$ cat src/hw/rtl/repeating_digit_key_letter_shift_core_assert.svh
// ----------------------------------------------------------------------------
// Assertion macros for the repeating digit key letter shift core
// Shared concurrent assertion forms, clocked on the rising edge.
// ----------------------------------------------------------------------------
`ifndef REPEATING_DIGIT_KEY_LETTER_SHIFT_CORE_ASSERT_SVH
`define REPEATING_DIGIT_KEY_LETTER_SHIFT_CORE_ASSERT_SVH

// Assertion that is switched off while the synchronous reset is held low.
`define RDKLS_ASSERT(lbl, clk, rst_n, prop, msg) \
    lbl: assert property (@(posedge clk) disable iff (!(rst_n)) prop) else $error(msg);

// Assertion that also holds during reset.
`define RDKLS_ASSERT_ALWAYS(lbl, clk, prop, msg) \
    lbl: assert property (@(posedge clk) prop) else $error(msg);

`endif

$ cat src/hw/rtl/rdkls_pkg.sv
// ----------------------------------------------------------------------------
// Repeating digit key letter shift package
// Types, codes and sizes shared by the cipher core and its stages.
// ----------------------------------------------------------------------------
`default_nettype none

package rdkls_pkg;

    localparam int KEY_DEPTH = 32;
    localparam int KEY_AW    = (KEY_DEPTH > 1) ? $clog2(KEY_DEPTH) : 1;
    localparam int KEY_CW    = $clog2(KEY_DEPTH + 1);

    localparam int CMD_W    = 2;
    localparam int CHAR_W   = 8;
    localparam int STATUS_W = 3;
    localparam int DIGIT_W  = 4;
    localparam int TDATA_W  = 16;
    localparam int ALPHA_N  = 26;

    localparam logic [CMD_W-1:0] CMD_CLEAR  = 2'd0;
    localparam logic [CMD_W-1:0] CMD_LOAD   = 2'd1;
    localparam logic [CMD_W-1:0] CMD_CIPHER = 2'd2;

    localparam logic [STATUS_W-1:0] ST_OK       = 3'd0;
    localparam logic [STATUS_W-1:0] ST_BAD_KEY  = 3'd1;
    localparam logic [STATUS_W-1:0] ST_BAD_TEXT = 3'd2;
    localparam logic [STATUS_W-1:0] ST_EMPTY    = 3'd3;
    localparam logic [STATUS_W-1:0] ST_FULL     = 3'd4;

    localparam logic [CHAR_W-1:0] CH_ZERO  = 8'h30;
    localparam logic [CHAR_W-1:0] CH_NINE  = 8'h39;
    localparam logic [CHAR_W-1:0] CH_LO_A  = 8'h61;
    localparam logic [CHAR_W-1:0] CH_LO_Z  = 8'h7a;
    localparam logic [CHAR_W-1:0] CH_UP_A  = 8'h41;
    localparam logic [CHAR_W-1:0] CH_UP_Z  = 8'h5a;

    typedef struct packed {
        logic [CHAR_W-1:0] char_in;
        logic [CMD_W-1:0]  command;
    } t_item;

    typedef struct packed {
        logic [STATUS_W-1:0] status;
        logic [CHAR_W-1:0]   char_out;
    } t_result;

    // Handshake between the input stage and the result stage.
    typedef struct packed {
        logic valid;
        logic advance;
    } t_stage_ctl;

endpackage

`default_nettype wire

$ cat src/hw/rtl/rdkls_in_stage.sv
// ----------------------------------------------------------------------------
// Input register stage
// Captures one command beat and holds it until the result stage moves it on.
// ----------------------------------------------------------------------------
`default_nettype none

module rdkls_in_stage (
    input  wire logic           i_clk,
    input  wire logic           i_rst_n,
    input  wire logic           i_valid,
    output logic                o_ready,
    input  wire rdkls_pkg::t_item i_item,
    input  wire logic           i_advance,
    output logic                o_valid,
    output rdkls_pkg::t_item    o_item
);
    import rdkls_pkg::*;

    logic  r_valid;
    t_item r_item;
    logic  n_valid;

    // A held beat that is moving on this cycle frees the register.
    assign o_ready = !r_valid || i_advance;
    assign n_valid = (i_valid && o_ready) ? 1'b1 : (i_advance ? 1'b0 : r_valid);

    always_ff @(posedge i_clk) begin
        if (!i_rst_n) begin
            r_valid <= 1'b0;
        end else begin
            r_valid <= n_valid;
        end
    end

    always_ff @(posedge i_clk) begin
        if (i_valid && o_ready) begin
            r_item <= i_item;
        end
    end

    assign o_valid = r_valid;
    assign o_item  = r_item;

endmodule

`default_nettype wire

$ cat src/hw/rtl/rdkls_cipher.sv
// ----------------------------------------------------------------------------
// Key store and letter shift
// Holds the key digits, count and pointer, and works out one result.
// ----------------------------------------------------------------------------
`default_nettype none

`include "repeating_digit_key_letter_shift_core_assert.svh"

module rdkls_cipher (
    input  wire logic                i_clk,
    input  wire logic                i_rst_n,
    input  wire rdkls_pkg::t_stage_ctl i_ctl,
    input  wire rdkls_pkg::t_item    i_item,
    output rdkls_pkg::t_result       o_result
);
    import rdkls_pkg::*;

    logic [DIGIT_W-1:0] r_key [KEY_DEPTH];
    logic [KEY_CW-1:0]  r_count;
    logic [KEY_AW-1:0]  r_ptr;
    logic [KEY_CW-1:0]  n_count;
    logic [KEY_AW-1:0]  n_ptr;

    logic               key_ok;
    logic               full;
    logic               key_wr;
    logic [KEY_AW-1:0]  idx;
    logic [KEY_CW-1:0]  idx_p1;
    logic [DIGIT_W-1:0] digit;
    logic [CHAR_W:0]    sum;
    logic               is_lower;
    logic               is_upper;
    logic [CHAR_W-1:0]  hi_bound;
    logic [CHAR_W-1:0]  shifted;

    assign key_ok   = (i_item.char_in > CH_ZERO) && (i_item.char_in < CH_NINE);
    assign full     = (r_count >= KEY_CW'(KEY_DEPTH));
    // A stale pointer beyond the count falls back to the first digit.
    assign idx      = (KEY_CW'(r_ptr) < r_count) ? r_ptr : '0;
    assign idx_p1   = KEY_CW'(idx) + KEY_CW'(1);
    assign digit    = r_key[idx];
    assign is_lower = (i_item.char_in >= CH_LO_A) && (i_item.char_in <= CH_LO_Z);
    assign is_upper = (i_item.char_in >= CH_UP_A) && (i_item.char_in <= CH_UP_Z);
    assign hi_bound = is_lower ? CH_LO_Z : CH_UP_Z;
    assign sum      = {1'b0, i_item.char_in} + (CHAR_W + 1)'(digit);
    assign shifted  = (sum > {1'b0, hi_bound}) ? CHAR_W'(sum - (CHAR_W + 1)'(ALPHA_N))
                                               : sum[CHAR_W-1:0];

    always_comb begin
        n_count           = r_count;
        n_ptr             = r_ptr;
        key_wr            = 1'b0;
        o_result.char_out = '0;
        o_result.status   = ST_OK;
        case (i_item.command)
            CMD_CLEAR: begin
                n_count = '0;
                n_ptr   = '0;
            end
            CMD_LOAD: begin
                if (!key_ok) begin
                    o_result.status = ST_BAD_KEY;
                end else if (full) begin
                    o_result.status = ST_FULL;
                end else begin
                    key_wr  = 1'b1;
                    n_count = r_count + KEY_CW'(1);
                end
            end
            CMD_CIPHER: begin
                if (r_count == '0) begin
                    o_result.status = ST_EMPTY;
                end else begin
                    n_ptr = (idx_p1 >= r_count) ? '0 : idx_p1[KEY_AW-1:0];
                    if (is_lower || is_upper) begin
                        o_result.char_out = shifted;
                    end else begin
                        o_result.status = ST_BAD_TEXT;
                    end
                end
            end
            default: begin
                o_result.status = ST_OK;
            end
        endcase
    end

    always_ff @(posedge i_clk) begin
        if (!i_rst_n) begin
            r_count <= '0;
            r_ptr   <= '0;
        end else if (i_ctl.advance) begin
            r_count <= n_count;
            r_ptr   <= n_ptr;
        end
    end

    always_ff @(posedge i_clk) begin
        if (i_ctl.advance && key_wr) begin
            r_key[r_count[KEY_AW-1:0]] <= DIGIT_W'(i_item.char_in - CH_ZERO);
        end
    end

    `RDKLS_ASSERT(a_ptr_in_range, i_clk, i_rst_n,
        (r_count == '0) ? (r_ptr == '0) : (KEY_CW'(r_ptr) < r_count),
        "key pointer outside the stored key")
    `RDKLS_ASSERT(a_clear_empties, i_clk, i_rst_n,
        (i_ctl.advance && i_item.command == CMD_CLEAR) |=> (r_count == '0),
        "clear did not empty the key store")
    `RDKLS_ASSERT(a_load_grows, i_clk, i_rst_n,
        (i_ctl.advance && i_item.command == CMD_LOAD && o_result.status == ST_OK)
            |=> (r_count == $past(r_count) + KEY_CW'(1)),
        "accepted key digit did not grow the count")
    `RDKLS_ASSERT(a_advance_needs_beat, i_clk, i_rst_n,
        i_ctl.advance |-> i_ctl.valid,
        "result stage advanced without a held beat")
    `RDKLS_ASSERT_ALWAYS(a_count_bound, i_clk,
        !i_rst_n || (r_count <= KEY_CW'(KEY_DEPTH)),
        "key count beyond the store depth")

endmodule

`default_nettype wire

$ cat src/hw/rtl/rdkls_out_stage.sv
// ----------------------------------------------------------------------------
// Result register stage
// Holds one finished result until the downstream side takes the beat.
// ----------------------------------------------------------------------------
`default_nettype none

module rdkls_out_stage (
    input  wire logic             i_clk,
    input  wire logic             i_rst_n,
    input  wire logic             i_valid,
    input  wire rdkls_pkg::t_result i_result,
    input  wire logic             i_ready,
    output rdkls_pkg::t_stage_ctl o_ctl,
    output logic                  o_valid,
    output rdkls_pkg::t_result    o_result
);
    import rdkls_pkg::*;

    logic    r_valid;
    t_result r_result;
    logic    advance;

    // The held result either leaves this cycle or the register is empty.
    assign advance       = i_valid && (!r_valid || i_ready);
    assign o_ctl.valid   = i_valid;
    assign o_ctl.advance = advance;

    always_ff @(posedge i_clk) begin
        if (!i_rst_n) begin
            r_valid <= 1'b0;
        end else if (advance) begin
            r_valid <= 1'b1;
        end else if (i_ready) begin
            r_valid <= 1'b0;
        end
    end

    always_ff @(posedge i_clk) begin
        if (advance) begin
            r_result <= i_result;
        end
    end

    assign o_valid  = r_valid;
    assign o_result = r_result;

endmodule

`default_nettype wire

$ cat src/hw/rtl/repeating_digit_key_letter_shift_core.sv
// ----------------------------------------------------------------------------
// Repeating digit key letter shift core
//
//   Channel   Dir  tdata fields (low bit up)            Beat
//   s_axis    in   command[1:0], char_in[9:2], zeros   one command
//   m_axis    out  char_out[7:0], status[10:8], zeros  one result per command
//
// One beat in, one beat out; a new command is taken every cycle while m_axis does not stall.
// A command passes through the input register, then the key lookup and shift
// into the result register. Reset is synchronous and empties the key store.
// A stall on m_axis holds the result register and, once the input register
// is also full, drops s_axis_tready.
// ----------------------------------------------------------------------------
`default_nettype none

module repeating_digit_key_letter_shift_core (
    input  wire logic        i_clk,
    input  wire logic        i_rst_n,
    input  wire logic        s_axis_tvalid,
    output logic             s_axis_tready,
    input  wire logic [15:0] s_axis_tdata,   // command[1:0], char_in[9:2]
    output logic             m_axis_tvalid,
    input  wire logic        m_axis_tready,
    output logic [15:0]      m_axis_tdata    // char_out[7:0], status[10:8]
);
    import rdkls_pkg::*;

    t_item      in_item;
    t_item      held_item;
    logic       held_valid;
    t_result    result;
    t_result    out_result;
    t_stage_ctl ctl;

    assign in_item.command = s_axis_tdata[CMD_W-1:0];
    assign in_item.char_in = s_axis_tdata[CMD_W+CHAR_W-1:CMD_W];

    rdkls_in_stage u_in (
        .i_clk     (i_clk),
        .i_rst_n   (i_rst_n),
        .i_valid   (s_axis_tvalid),
        .o_ready   (s_axis_tready),
        .i_item    (in_item),
        .i_advance (ctl.advance),
        .o_valid   (held_valid),
        .o_item    (held_item)
    );

    rdkls_cipher u_cipher (
        .i_clk    (i_clk),
        .i_rst_n  (i_rst_n),
        .i_ctl    (ctl),
        .i_item   (held_item),
        .o_result (result)
    );

    rdkls_out_stage u_out (
        .i_clk    (i_clk),
        .i_rst_n  (i_rst_n),
        .i_valid  (held_valid),
        .i_result (result),
        .i_ready  (m_axis_tready),
        .o_ctl    (ctl),
        .o_valid  (m_axis_tvalid),
        .o_result (out_result)
    );

    assign m_axis_tdata = {{(TDATA_W - CHAR_W - STATUS_W){1'b0}},
                           out_result.status, out_result.char_out};

endmodule

`default_nettype wire

$ cat config.mk
export PLATFORM = sky130hd
export DESIGN_NAME = repeating_digit_key_letter_shift_core
export DESIGN_NICKNAME = d
export VERILOG_FILES = /design/src/hw/rtl/rdkls_pkg.sv /design/src/hw/rtl/rdkls_in_stage.sv /design/src/hw/rtl/rdkls_cipher.sv /design/src/hw/rtl/rdkls_out_stage.sv /design/src/hw/rtl/repeating_digit_key_letter_shift_core.sv
export VERILOG_INCLUDE_DIRS = /design/src /design/src/hw/rtl
export SDC_FILE = /design/constraint.sdc
export NUM_CORES = 1
export LEC_CHECK = 0
export BUFFER_PORTS_ARGS = -buffer_cell sky130_fd_sc_hd__buf_4
export CAP_MARGIN = 10
export CORE_ASPECT_RATIO = 1.4
export CORE_MARGIN = 2
export CORE_UTILIZATION = 35
export CTS_CLUSTER_SIZE = 16
export DETAILED_ROUTE_END_ITERATION = 8
export REMOVE_ABC_BUFFERS = 1
export SLEW_MARGIN = 20
export SYNTH_ARGS = -nofsm -noshare
export SYNTH_HDL_FRONTEND = slang
export SYNTH_SLANG_ARGS = --single-unit
$ cat constraint.sdc
create_clock -name i_clk -period 4.5 [get_ports i_clk]
set_input_delay 0.9 -clock i_clk [delete_from_list [all_inputs] [get_ports i_clk]]
set_output_delay 0.9 -clock i_clk [all_outputs]
set_load 0.02 [all_outputs]
Word-level counts from Yosys, hierarchy flattened
Memories as Yosys holds them, arrays and structs flattened.
Index checks and enable logic that the tools add are counted.
{"block": "totals", "wordCells": 74, "input_bits": 20, "output_inout_bits": 18, "ramBits": 128, "regBits": 34, "mem_count": 1}
{"memory": "u_cipher.r_key", "words": 32, "word_bits": 4, "read_ports": 1, "rd_ports_with_merged_regs": 0, "wr": 1, "line": "rdkls_cipher.sv:18", "rtl": "logic [DIGIT_W-1:0] r_key [KEY_DEPTH];"}
{"block": "classes", "bitwise_logic": 2, "n_addsub": 5, "n_eq_ne": 5, "muxes": 23, "n_lt_le_gt_ge": 10, "n_reduce_logical": 20}
{"cell": "two-way mux 6 bit", "n": 3}
{"cell": ">= comparator 8 x 7 -> 1 bit, second input constant", "n": 2}
{"cell": "<= comparator 8 x 7 -> 1 bit, second input constant", "n": 2}
{"cell": "two-way mux 5 bit", "n": 3}
{"cell": "one-hot mux 6 bit (2 select lines)", "n": 1}
{"cell": "one-hot mux 5 bit (2 select lines)", "n": 1}
{"cell": "adder 8 x 4 -> 9 bit", "n": 1}
{"cell": "> comparator 9 x 7 -> 1 bit", "n": 1}
{"cell": "two-way mux 1 bit", "n": 9}
{"cell": "two-way mux 3 bit", "n": 3}
{"cell": "> comparator 8 x 6 -> 1 bit, second input constant", "n": 1}
{"cell": "< comparator 8 x 6 -> 1 bit, second input constant", "n": 1}
{"cell": "two-way mux 8 bit", "n": 1}
{"cell": "nonzero test 2 bit", "n": 4}
{"cell": "subtractor 8 x 5 -> 8 bit, second input constant", "n": 1}
{"cell": "adder 5 x 1 -> 6 bit, second input constant", "n": 1}
{"cell": "adder 6 x 1 -> 6 bit, second input constant", "n": 1}
{"cell": ">= comparator 6 bit", "n": 1}
{"cell": ">= comparator 6 bit, second input constant", "n": 1}
{"cell": "logical AND 1 bit", "n": 6}
{"cell": "zero test 6 bit", "n": 1}
{"cell": "< comparator 5 x 6 -> 1 bit", "n": 1}
{"cell": "one-hot mux 3 bit (2 select lines)", "n": 1}
{"cell": "!= test 2 bit, second input constant", "n": 2}
{"cell": "12 further kinds", "n": 16}

Logic depth before layout (Yosys ltp)
{"block": "logic_depth", "depth_word": 7, "ltp_mapped": 21, "ltp_nobuf": 19}

Modules after synthesis
From an unflattened synthesis, not the netlist that was laid out.
{"block": "hier_totals", "cells_unflattened": 590, "hier_area_um2": 7681.1}
{"module": "rdkls_cipher", "area_each_um2": 6889.1, "cells_per_inst": 552, "instances": 1, "seq_area_each_um2": 4063.9}
{"module": "rdkls_out_stage", "area_each_um2": 392.9, "cells_per_inst": 17, "instances": 1, "seq_area_each_um2": 350.3}
{"module": "rdkls_in_stage", "area_each_um2": 357.8, "cells_per_inst": 15, "instances": 1, "seq_area_each_um2": 320.3}
{"module": "repeating_digit_key_letter_shift_core", "area_each_um2": 41.3, "cells_per_inst": 6, "instances": 1, "seq_area_each_um2": 0.0}

Worst setup path after synthesis
Ideal clock, no wire load.
{"block": "synth_timing", "path_type": "register -> register", "start": "reg u_cipher.r_count[2]", "end": "reg u_out.r_result (netlist bit u_out.o_result[4]), data pin", "n_path_buf": 1, "setup_slack_ps": 22, "required_time_ps": 4238, "stages_incl_launch_ff": 21, "t_arrival_ps": 4216, "cell_sequence": "dfxtp_1 clkbuf_1 inv_1 ha_1 a21o_1 a21oi_1 o221ai_1 nor2_1 o211ai_1 a32oi_1 a21o_1 ha_1 inv_1 fa_1 xor2_1 ha_1 a21oi_1 and3_1 a311o_2 nand3_1 mux2_1"}
{"block": "synth_between", "elab_chain_cells": 6}
{"item": "start: declaration", "line": "rdkls_cipher.sv:19", "rtl": "logic [KEY_CW-1:0] r_count;"}
{"item": "start signal: assignment", "line": "rdkls_cipher.sv:93", "rtl": "r_count <= n_count;"}
{"item": "< comparator 5 x 6 -> 1 bit", "line": "rdkls_cipher.sv:39", "rtl": "assign idx = (KEY_CW'(r_ptr) < r_count) ? r_ptr : '0;"}
{"item": "two-way mux 5 bit", "line": "rdkls_cipher.sv:39"}
{"item": "memory (32 x 4 bit)"}
{"item": "adder 8 x 4 -> 9 bit", "line": "rdkls_cipher.sv:45", "rtl": "assign sum = {1'b0, i_item.char_in} + (CHAR_W + 1)'(digit);"}
{"item": "subtractor 8 x 5 -> 8 bit or > comparator 9 x 7 -> 1 bit (tied branches)", "line": "rdkls_cipher.sv:46", "rtl": "assign shifted = (sum > {1'b0, hi_bound}) ? CHAR_W'(sum - (CHAR_W + 1)'(ALPHA_N))"}
{"item": "two-way mux 8 bit", "line": "rdkls_cipher.sv:46"}
{"item": "end signal: assignment", "line": "rdkls_out_stage.sv:40", "rtl": "r_result <= i_result;"}
{"item": "end: declaration", "line": "rdkls_out_stage.sv:20", "rtl": "t_result r_result;"}
Parallel ways exist; a longest one is shown, timed or not.
A chain may end at the register's enable or synchronous reset.

Final worst setup path
{"block": "layout_timing", "start": "reg u_cipher.r_count[3]", "end": "reg u_out.r_result (netlist bit u_out.o_result[2]), data pin"}
Same word-level chain as after synthesis.

==> impl_metrics.csv <==
group,metric,value,unit
outcome,outcome,"finished clean",
flow_run,cap_viol_max_count,0,
timing,finalCritPeriodShare,0.959,
critical_path,startpoint_type,"flop",
drt,drtIter0Drc,295,
final_layout,layout.cells.non_filler,955,
die,row_count,63,
timing,fin_skew,11.1,ps
logic_synthesis,syn-instance-count,623,
timing,drv_slew,0,
logic_synthesis,ys_top_cells_by_area,"edfxtp_1 59%, mux2i_1 4.3%, ha_1 3.8%",
final_layout,antenna-diode-count,0,
critical_path,end_kind,"flop",
power,p_per_area,354,nW/um^2
global_routing,grt_pass1_wl,28200,um
clock_tree,cts_tree,"built",
timing,setup_ws,185,ps
logic_synthesis,synthFlopType,"edfxtp_1",
die,die_y,179,um
timing,maxSlewHeadroom,0.436,
critical_path,crit_type,"reg2reg",
drt,viasPerCell,5.37,
critical_path,crit_path_frequent_cell,"buf_4",
place,portBuffers,26,
drt,drt_first_pass_iters,4,
critical_path,required,4790,ps
power,power_leakage,3.11,nW
logic_synthesis,synth_area_leader_cell,"edfxtp_1",
logic_synthesis,synth_top_area_frac,0.587,
critical_path,worstPathBufferInverterCount,4,
global_routing,grt_antenna_before_repair,0,
logic_synthesis,synth-seq-cells,162,
clock_tree,htreeDepth,4,
clock_tree,hold_buffers,0,
critical_path,max_stage_delay,390,ps
timing,max_freq,0.232,GHz
timing,final-hold-violation-count,0,
clock_tree,cts_buffers,17,
logic_synthesis,async_flop_share,0,
drt,totalWireLength,17700,um
timing,finalSetupViolations,0,
global_routing,grt.total_usage,0.162,
logic_synthesis,syn_area,7620,sq um
die,start_util,0.358,
final_layout,final.fill_count,1937,
timing,max_slew.worst_pin.slew,847,ps
drt,post-route-drc-count,0,
final_layout,layout-drive-gt1-share,0.194,
timing,fin_setup_tns,0,ps
critical_path,path_delay_family,"compound AO/OA/AOI/OAI gates",
clock_tree,clk_latency,430,ps
timing,finalCriticalPeriod,4320,ps
logic_synthesis,synth_cell_types,62,
die,die_w,129,um
power,ir_worst_vdd,0.222,mV
critical_path,cp_data_arrival_time,4600,ps
logic_synthesis,yosysWarnings,0,
global_routing,grt_max_degree,46,
drt,wire_per_inst,18.5,um
power,netSwitchingFraction,0.234,
clock_tree,cts-root-buf,"clkbuf_16",
timing,hold_ws,525,ps
die,die_area,23000,sq um
global_routing,grt_overflow,0,
critical_path,crit_fanout,8,
final_layout,nets,726,
critical_path,slowest_stage,"o32ai_1",
critical_path,crit_chain,"inv_1 -> ha_1 -> a21o_1 -> a21oi_4 -> o22ai_1 -> buf_4 -> o32ai_1 -> a32oi_2 -> buf_4 -> a21o_1 -> ha_1 -> a211oi_2 -> nor2_1 -> xor2_1 -> and3_1 -> a311o_2 -> buf_4 -> mux2_4 -> nor2_2",
clock_tree,clk_pin_slew_worst_paths,70,ps
place,hpwl,12300,um
die,ios,38,
place,routabilityCongestion,0.883,
power,p_int,2.45,mW
logic_synthesis,synth_common_cells,"149 x edfxtp_1, 69 x nor2_1, 54 x nand2_1",
min_path,hp-class,"reg2reg",
power,p_seq_frac,0.522,
final_layout,area_growth,18.6,%
place,post-place-ws,-113,ps
logic_synthesis,synth_seq_area_share,0.621,
logic_synthesis,yosysMostFrequentCell,"edfxtp_1",
clock_tree,max-clock-path-buffers,2,
global_routing,grt_pass1_vias,5358,
power,comb_power_share,0.039,
logic_synthesis,syn_area_per_cell,12.2,sq um
power,clock_power_share,0.438,
drt,vias,5124,
place,place_inst,922,
die,core,21300,sq um
final_layout,fin_util,0.425,
drt,ant_nets,0,
clock_tree,clock-sinks,162,
power,power.switching,747,uW
logic_synthesis,synth_enable_flop_cells,149,
-- worst reg2reg max path, cell delays in order (launching register included) --
cell and delay, ps:
dfxtp_1 330, inv_1 60, ha_1 290, a21o_1 200, a21oi_4 210, o22ai_1 130
buf_4 190, o32ai_1 390, a32oi_2 120, buf_4 180, a21o_1 160, ha_1 300
a211oi_2 250, nor2_1 90, xor2_1 160, and3_1 190, a311o_2 380, buf_4 160
mux2_4 300, nor2_2 80
-- layout make-up --
cell class	instances	area, sq um	area share
Multi-Input combinational cell	417	2800	0.310
Clock inverter	15	159	0.0176
Clock buffer	17	425	0.0471
Tap cell	260	325	0.0360
Timing Repair Buffer	66	520	0.0576
Sequential cell	162	4740	0.524
Inverter	18	67.6	0.00748
-- registers in the layout (all words and copies together) (netlist names) --
name / count
u_in.o_valid: 1
u_cipher.r_count: 6
u_in.o_item: 10
u_out.o_result: 11
u_cipher.r_key: 128
u_cipher.r_ptr: 5
u_out.o_valid: 1
-- cells in the final DEF (no fill, tap or decap), drive strengths merged, types with 17 or more instances in the layout --
master	synthesis	final
inv	18	27
nor2	71	71
clkbuf	18	17
nand3	31	31
nand2	54	54
mux2i	33	33
o21ai	21	21
ha	23	23
edfxtp	149	149
a21oi	33	33
buf	12	66
-- power by group through the flow --
stage	sequential (mW)	combinational (mW)	clock, mW
2_1_floorplan	1.71	0.0605	0
3_3_place_gp	1.70	0.120	0
3_5_place_dp	1.70	0.123	0
4_1_cts	1.67	0.124	1.43
5_1_grt	1.67	0.139	1.49
6_report	1.67	0.126	1.40
-- path summary, 6_finish.rpt --
kind	startpoint	to	slack, ps	cells after the start
setup reg to reg	u_cipher.r_count[3]	u_out.o_result[2]	180	19
hold / removal	u_in.o_valid	u_out.o_valid	530	1
setup / recovery	u_cipher.r_count[3]	u_out.o_result[2]	180	19
hold reg to reg	u_in.o_valid	u_out.o_valid	530	1
-- metal layers --
layer / share of wire / wire (um) / GRT usage / up-vias
met5: 0 / 0 / 0 / -
met4: 0.028 / 493 / 0.0743 / 0
met3: 0.043 / 761 / 0.0222 / 37
met2: 0.53 / 9390 / 0.297 / 141
met1: 0.40 / 7020 / 0.184 / 2507
li1: - / - / - / 2439
-- per-stage QoR --
stage | power, mW | instance area (sq um)
after floorplan | 1.77 | 7490
after global placement | 1.82 | 8330
after detailed placement | 1.83 | 8330
after CTS | 3.23 | 8920
after global routing | 3.30 | 9040
final | 3.20 | 9040
-- timing repair --
action	4_1_cts	5_1_grt
endpoints found under the setup margin	5	5
resized for setup	3	23
setup buffers	0	1
pin swaps	0	7
-- cells by family after synthesis --
group           Yosys count  share of synthesized area
compound gates          129                      0.115
xor+xnor                 12                     0.0148
fa+ha+maj                24                     0.0404
buf+inv                  48                     0.0281
flops                   162                      0.621
mux                      39                     0.0527
other cells               1                   0.000492
simple gates            208                      0.127
Power figures use the tool's default switching activity.
